$ cat src/rtl/core/bxavg_pkg.sv
package bxavg_pkg;

  // fixed field and register widths
  localparam int PIXEL_W      = 8;
  localparam int SUM_W        = 14;
  localparam int CFG_IDX_W    = 2;
  localparam int CFG_DATA_W   = 11;
  localparam int SCALE_MODE_W = 2;
  localparam int LG_W         = 2;
  localparam int MASK_W       = 3;

  // defaults for the top level parameters
  localparam int DEF_MAX_WIDTH  = 1024;
  localparam int DEF_MAX_HEIGHT = 1024;

  // register reset values
  localparam logic [SCALE_MODE_W-1:0] RST_SCALE_MODE    = 2'd0;
  localparam logic [CFG_DATA_W-1:0]   RST_SOURCE_WIDTH  = 11'd1024;
  localparam logic [CFG_DATA_W-1:0]   RST_SOURCE_HEIGHT = 11'd1024;

  // output beat buffer
  localparam int OUT_FIFO_DEPTH = 3;
  localparam int FIFO_LVL_W     = $clog2(OUT_FIFO_DEPTH + 1);

  // configuration register indexes
  typedef enum logic [CFG_IDX_W-1:0] {
    CFG_SCALE_MODE    = 2'd0,
    CFG_SOURCE_WIDTH  = 2'd1,
    CFG_SOURCE_HEIGHT = 2'd2
  } cfg_reg_t;

  // block size codes, codes 2 and 3 both act as 8x8
  localparam logic [SCALE_MODE_W-1:0] SCALE_2X = 2'd0;
  localparam logic [SCALE_MODE_W-1:0] SCALE_4X = 2'd1;

  // rounding terms, half the pixel count of a block
  localparam logic [SUM_W:0] ROUND_2X = 15'd2;
  localparam logic [SUM_W:0] ROUND_4X = 15'd8;
  localparam logic [SUM_W:0] ROUND_8X = 15'd32;

  // one result beat
  typedef struct packed {
    logic               eof;
    logic               eor;
    logic [PIXEL_W-1:0] pixel;
  } out_beat_t;

  // log2 of the block edge
  function automatic logic [LG_W-1:0] block_log2(input logic [SCALE_MODE_W-1:0] mode);
    logic [LG_W-1:0] lg;
    case (mode)
      SCALE_2X: lg = 2'd1;
      SCALE_4X: lg = 2'd2;
      default:  lg = 2'd3;
    endcase
    return lg;
  endfunction

  // block edge minus one, used as a position mask
  function automatic logic [MASK_W-1:0] block_mask(input logic [LG_W-1:0] lg);
    logic [MASK_W-1:0] m;
    case (lg)
      2'd1:    m = 3'd1;
      2'd2:    m = 3'd3;
      default: m = 3'd7;
    endcase
    return m;
  endfunction

  // rounded mean of a block sum
  function automatic logic [PIXEL_W-1:0] block_mean(input logic [SUM_W-1:0] sum,
                                                    input logic [LG_W-1:0]  lg);
    logic [SUM_W:0]     t;
    logic [PIXEL_W-1:0] m;
    case (lg)
      2'd1: begin
        t = {1'b0, sum} + ROUND_2X;
        m = t[9:2];
      end
      2'd2: begin
        t = {1'b0, sum} + ROUND_4X;
        m = t[11:4];
      end
      default: begin
        t = {1'b0, sum} + ROUND_8X;
        m = t[13:6];
      end
    endcase
    return m;
  endfunction

endpackage

$ cat src/rtl/core/bxavg_out_fifo.sv
module bxavg_out_fifo (
  input  logic                                clk,
  input  logic                                rst_n,
  input  logic                                push,
  input  bxavg_pkg::out_beat_t                push_beat,
  output logic                                out_tvalid,
  input  logic                                out_tready,
  output bxavg_pkg::out_beat_t                out_beat,
  output logic [bxavg_pkg::FIFO_LVL_W-1:0]    level
);

  import bxavg_pkg::*;

  localparam int PW = $clog2(OUT_FIFO_DEPTH);

  out_beat_t             mem_r [OUT_FIFO_DEPTH];
  logic [PW-1:0]         wr_ptr_r;
  logic [PW-1:0]         rd_ptr_r;
  logic [FIFO_LVL_W-1:0] cnt_r;
  logic                  pop;

  assign out_tvalid = (cnt_r != '0);
  assign pop        = out_tvalid & out_tready;
  assign out_beat   = mem_r[rd_ptr_r];
  assign level      = cnt_r;

  // beat storage
  always_ff @(posedge clk) begin
    if (push) begin
      mem_r[wr_ptr_r] <= push_beat;
    end
  end

  // pointers and fill level
  always_ff @(posedge clk) begin
    if (!rst_n) begin
      wr_ptr_r <= '0;
      rd_ptr_r <= '0;
      cnt_r    <= '0;
    end else begin
      if (push) begin
        wr_ptr_r <= (wr_ptr_r == PW'(OUT_FIFO_DEPTH - 1)) ? '0 : wr_ptr_r + PW'(1);
      end
      if (pop) begin
        rd_ptr_r <= (rd_ptr_r == PW'(OUT_FIFO_DEPTH - 1)) ? '0 : rd_ptr_r + PW'(1);
      end
      if (push && !pop) begin
        cnt_r <= cnt_r + FIFO_LVL_W'(1);
      end else if (pop && !push) begin
        cnt_r <= cnt_r - FIFO_LVL_W'(1);
      end
    end
  end

  // never written while full
  a_no_overflow: assert property (@(posedge clk) disable iff (!rst_n)
    push |-> (cnt_r < FIFO_LVL_W'(OUT_FIFO_DEPTH)))
    else $error("beat buffer written while full");

  // level follows a lone push
  a_push_count: assert property (@(posedge clk) disable iff (!rst_n)
    (push && !pop) |=> (cnt_r == $past(cnt_r) + FIFO_LVL_W'(1)))
    else $error("beat buffer level lost a push");

  // empty buffer has aligned pointers
  a_empty_ptrs: assert property (@(posedge clk) disable iff (!rst_n)
    (cnt_r == '0) |-> (wr_ptr_r == rd_ptr_r))
    else $error("beat buffer pointers drifted");

endmodule
$ cat config.mk
export PLATFORM = sky130hd
export DESIGN_NAME = bxavg_out_fifo
export DESIGN_NICKNAME = d
export VERILOG_FILES = /design/src/rtl/core/bxavg_pkg.sv /design/src/rtl/core/bxavg_out_fifo.sv
export SDC_FILE = /design/constraint.sdc
export NUM_CORES = 1
export LEC_CHECK = 0
export CORE_MARGIN = 2
export CORE_UTILIZATION = 60
export DETAILED_ROUTE_END_ITERATION = 8
export DONT_BUFFER_PORTS = 1
export GPL_ROUTABILITY_DRIVEN = 0
export GPL_TIMING_DRIVEN = 1
export PLACE_DENSITY = 0.76
export REMOVE_ABC_BUFFERS = 1
export SYNTH_ARGS = -nofsm -noshare
export SYNTH_HDL_FRONTEND = slang
export SYNTH_SLANG_ARGS = --single-unit
$ cat constraint.sdc
create_clock -name clk -period 2.2 [get_ports clk]
set_input_delay 0.44 -clock clk [delete_from_list [all_inputs] [get_ports clk]]
set_output_delay 0.44 -clock clk [all_outputs]
set_load 0.05 [all_outputs]
==> impl_metrics.yaml <==
layout:
  antennaDiodeCount: 0
  regArea_mm2: 0.001062
  fillers: 161
  nets: 129
  final_util: 0.7204
  syn2layout_area_growth_pct: 13.40
  multi_input_area_um2: 350.3
  drive_above_1_share: 0.2000
  finalNonFillerCells: 143
place:
  place_ws_ps: 482.3
  dp_cells: 135
  io_buffers: 0
  dpl.hpwl_um: 1487
timing:
  rsz0062_at_grt: "false"
  slew_headroom: 0.5771
  maxSlewViolCount: 0
  worst_pin_slew_ps: 633.4
  finalHoldViolations: 0
  skew_ps: 3.507
  fmax_mhz: 504.6
  fin_ws_ps: 218.0
  finalSetupViolations: 0
  final.period_utilization: 0.9009
  fin_crit_ps: 1982
  fin_tns_setup_ps: 0
synthesis:
  yosysSeqAreaShare: 0.7478
  syn-cell-area_mm2: 0.001419
  post-synth-top-area-cell: "edfxtp_1"
  ys_ff_latch: 38
  synth-main-ff-cell: "edfxtp_1"
  synth_area_per_cell_um2: 14.94
  synth_cell_type_count: 21
  netlist.area_leader.share: 0.6349
  synth_area_leaders: "edfxtp_1 63%, dfxtp_1 11%, mux2i_1 7.1%"
  synthCells: 95
  synth_edf_count: 30
  synthArstFlopShare: 0
  yosys.cell_count.top_type: "edfxtp_1"
  yosysWarnings: 0
  synth_common_cells: "30 x edfxtp_1, 14 x nand2_1, 10 x mux2i_1, 10 x o21ai_1, 8 x dfxtp_1"
drt:
  drt_iter0_drc: 21
  vias: 784
  drtPass1Iterations: 4
  totalWireLength_um: 2166
  routedWlPerCell_um: 15.15
  drc: 0
  ant_nets: 0
  routed_via_density: 5.483
clock_tree:
  cts_sinks: 38
  clk_latency_ps: 340
  htree_levels: 2
  root_buffer: "clkbuf_4"
  clkSlewWorstSetupHoldPaths_ps: 100
  cts_tree: "built"
  numCtsBuffers: 5
  clockBufferDepth: 2
  cts_setup_buffers: 0
grt:
  grt_pass1_vias: 827
  grt_usage: 0.1909
  grt-ovfl-total: 0
  grt_pass1_wl_um: 3477
  antenna_found_initial: 0
  grt_max_degree: 21
pwr:
  irDropWorstVdd_mv: 0.9780
  power_mw: 1.875
  p_per_area_mw_per_mm2: 1165
  power_leakage_nw: 0.5515
floorplanning:
  rows: 17
  chipWidth_um: 52.63
  io_pins: 27
  dieArea_mm2: 0.002770
  initial_core_util: 0.6353
  core_area_mm2: 0.002233
  die_h_um: 52.63
run:
  drv_cap: 0
critical_path:
  critPathLaunchType: "register"
  slowest_stage: "dfxtp_1"
  r2r_start: "level[1]"
  cp_num_buf_inv: 1
  cp-end-kind: "output pin"
  path_class: "register to output pin"
  max_stage_delay_ps: 740
  critPathArrivalTime_ps: 1540
  cp_cell_sequence: "nand2_1 > o21ai_1 > buf_4"
  crit_family: "flip-flops"
  critPathRequiredTime_ps: 1760
  cp_max_fo: 20
hold_path:
  hold_start: "push_beat[9]"
  hold_class: "input pin to register"
run_status:
  status: "finished, final reports clean"
flip-flops by register name, indices dropped and copies added (netlist names), named ones only:
register and cells:
level 2, mem_r 30, rd_ptr_r 2, wr_ptr_r 2
cell usage in the layout, fill, tap and decap left out:
cell      instances
or3_1             2
o21ai_0           1
buf_4            15
xnor2_1           1
clkinv_1          3
ha_1              1
nor2b_1           2
or2_1             1
a21boi_1          3
or3b_1            1
nor2_1            2
dfxtp_1           7
and2_1            1
clkbuf_4          5
nand2_1          14
edfxtp_1         30
o21a_1            2
mux2i_1          10
o21ai_2           1
dfxtp_2           1
nor3b_2           1
xor2_1            1
o21ai_1          10
cell type report:
class                      instances  share of cell area
clock buffer                       5             0.02333
clock inverter                     3            0.006998
multi-input combinational         54              0.2177
sequential                        38              0.6602
tap                               28             0.02177
timing repair buffer              15             0.06998
path summary, 6_finish.rpt:
path | endpoint | slack [ps] | depth (start not counted)
hold / removal | mem_r[2][9] | 190 | 0
setup reg to reg | level[1] | 700 | 4
setup / recovery | out_beat[5] | 220 | 3
hold reg to reg | register | 510 | 2
stage by stage:
stage / hold WS [ps] / cell area (um2)
6_report: 186.9 / 1609
3_5_place_dp: 496.4 / 1559
2_1_floorplan: 450.5 / 1406
4_1_cts: 187.0 / 1608
3_3_place_gp: 463.5 / 1559
5_1_grt: 163.9 / 1609
timing repair:
item | CTS | global route
gates resized for setup | 0 | 1
endpoints found under the setup margin | 0 | 1
hold buffers | 0 | 0
kinds of logic (layout without fill, tap and decap cells):
kind of cell    Yosys count  after routing  synth area share
flops                    38             38            0.7478
simple gates             24             24           0.08025
compound gates           17             17           0.07142
mux                      10             10           0.07055
buf+inv                   3             23          0.008817
xor+xnor                  2              2           0.01235
fa+ha+maj                 1              1          0.008817
power by group:
| group | total [mW] | internal (mW) | switching, mW |
|---|---|---|---|
| clock | 0.317 | 0.114 | 0.204 |
| sequential | 0.912 | 0.840 | 0.0729 |
| combinational | 0.645 | 0.205 | 0.440 |
metal layers:
metal / routed length (um) / up-vias / part of all wire / global-route usage
met4: 57 / 0 / 0.026 / 0.09829
met3: 186 / 8 / 0.086 / 0.09714
met5: 0 / - / 0 / 0
li1: - / 384 / - / -
met1: 797 / 363 / 0.37 / 0.2072
met2: 1125 / 29 / 0.52 / 0.3042
No activity file was read; power rests on OpenSTA's default activity.
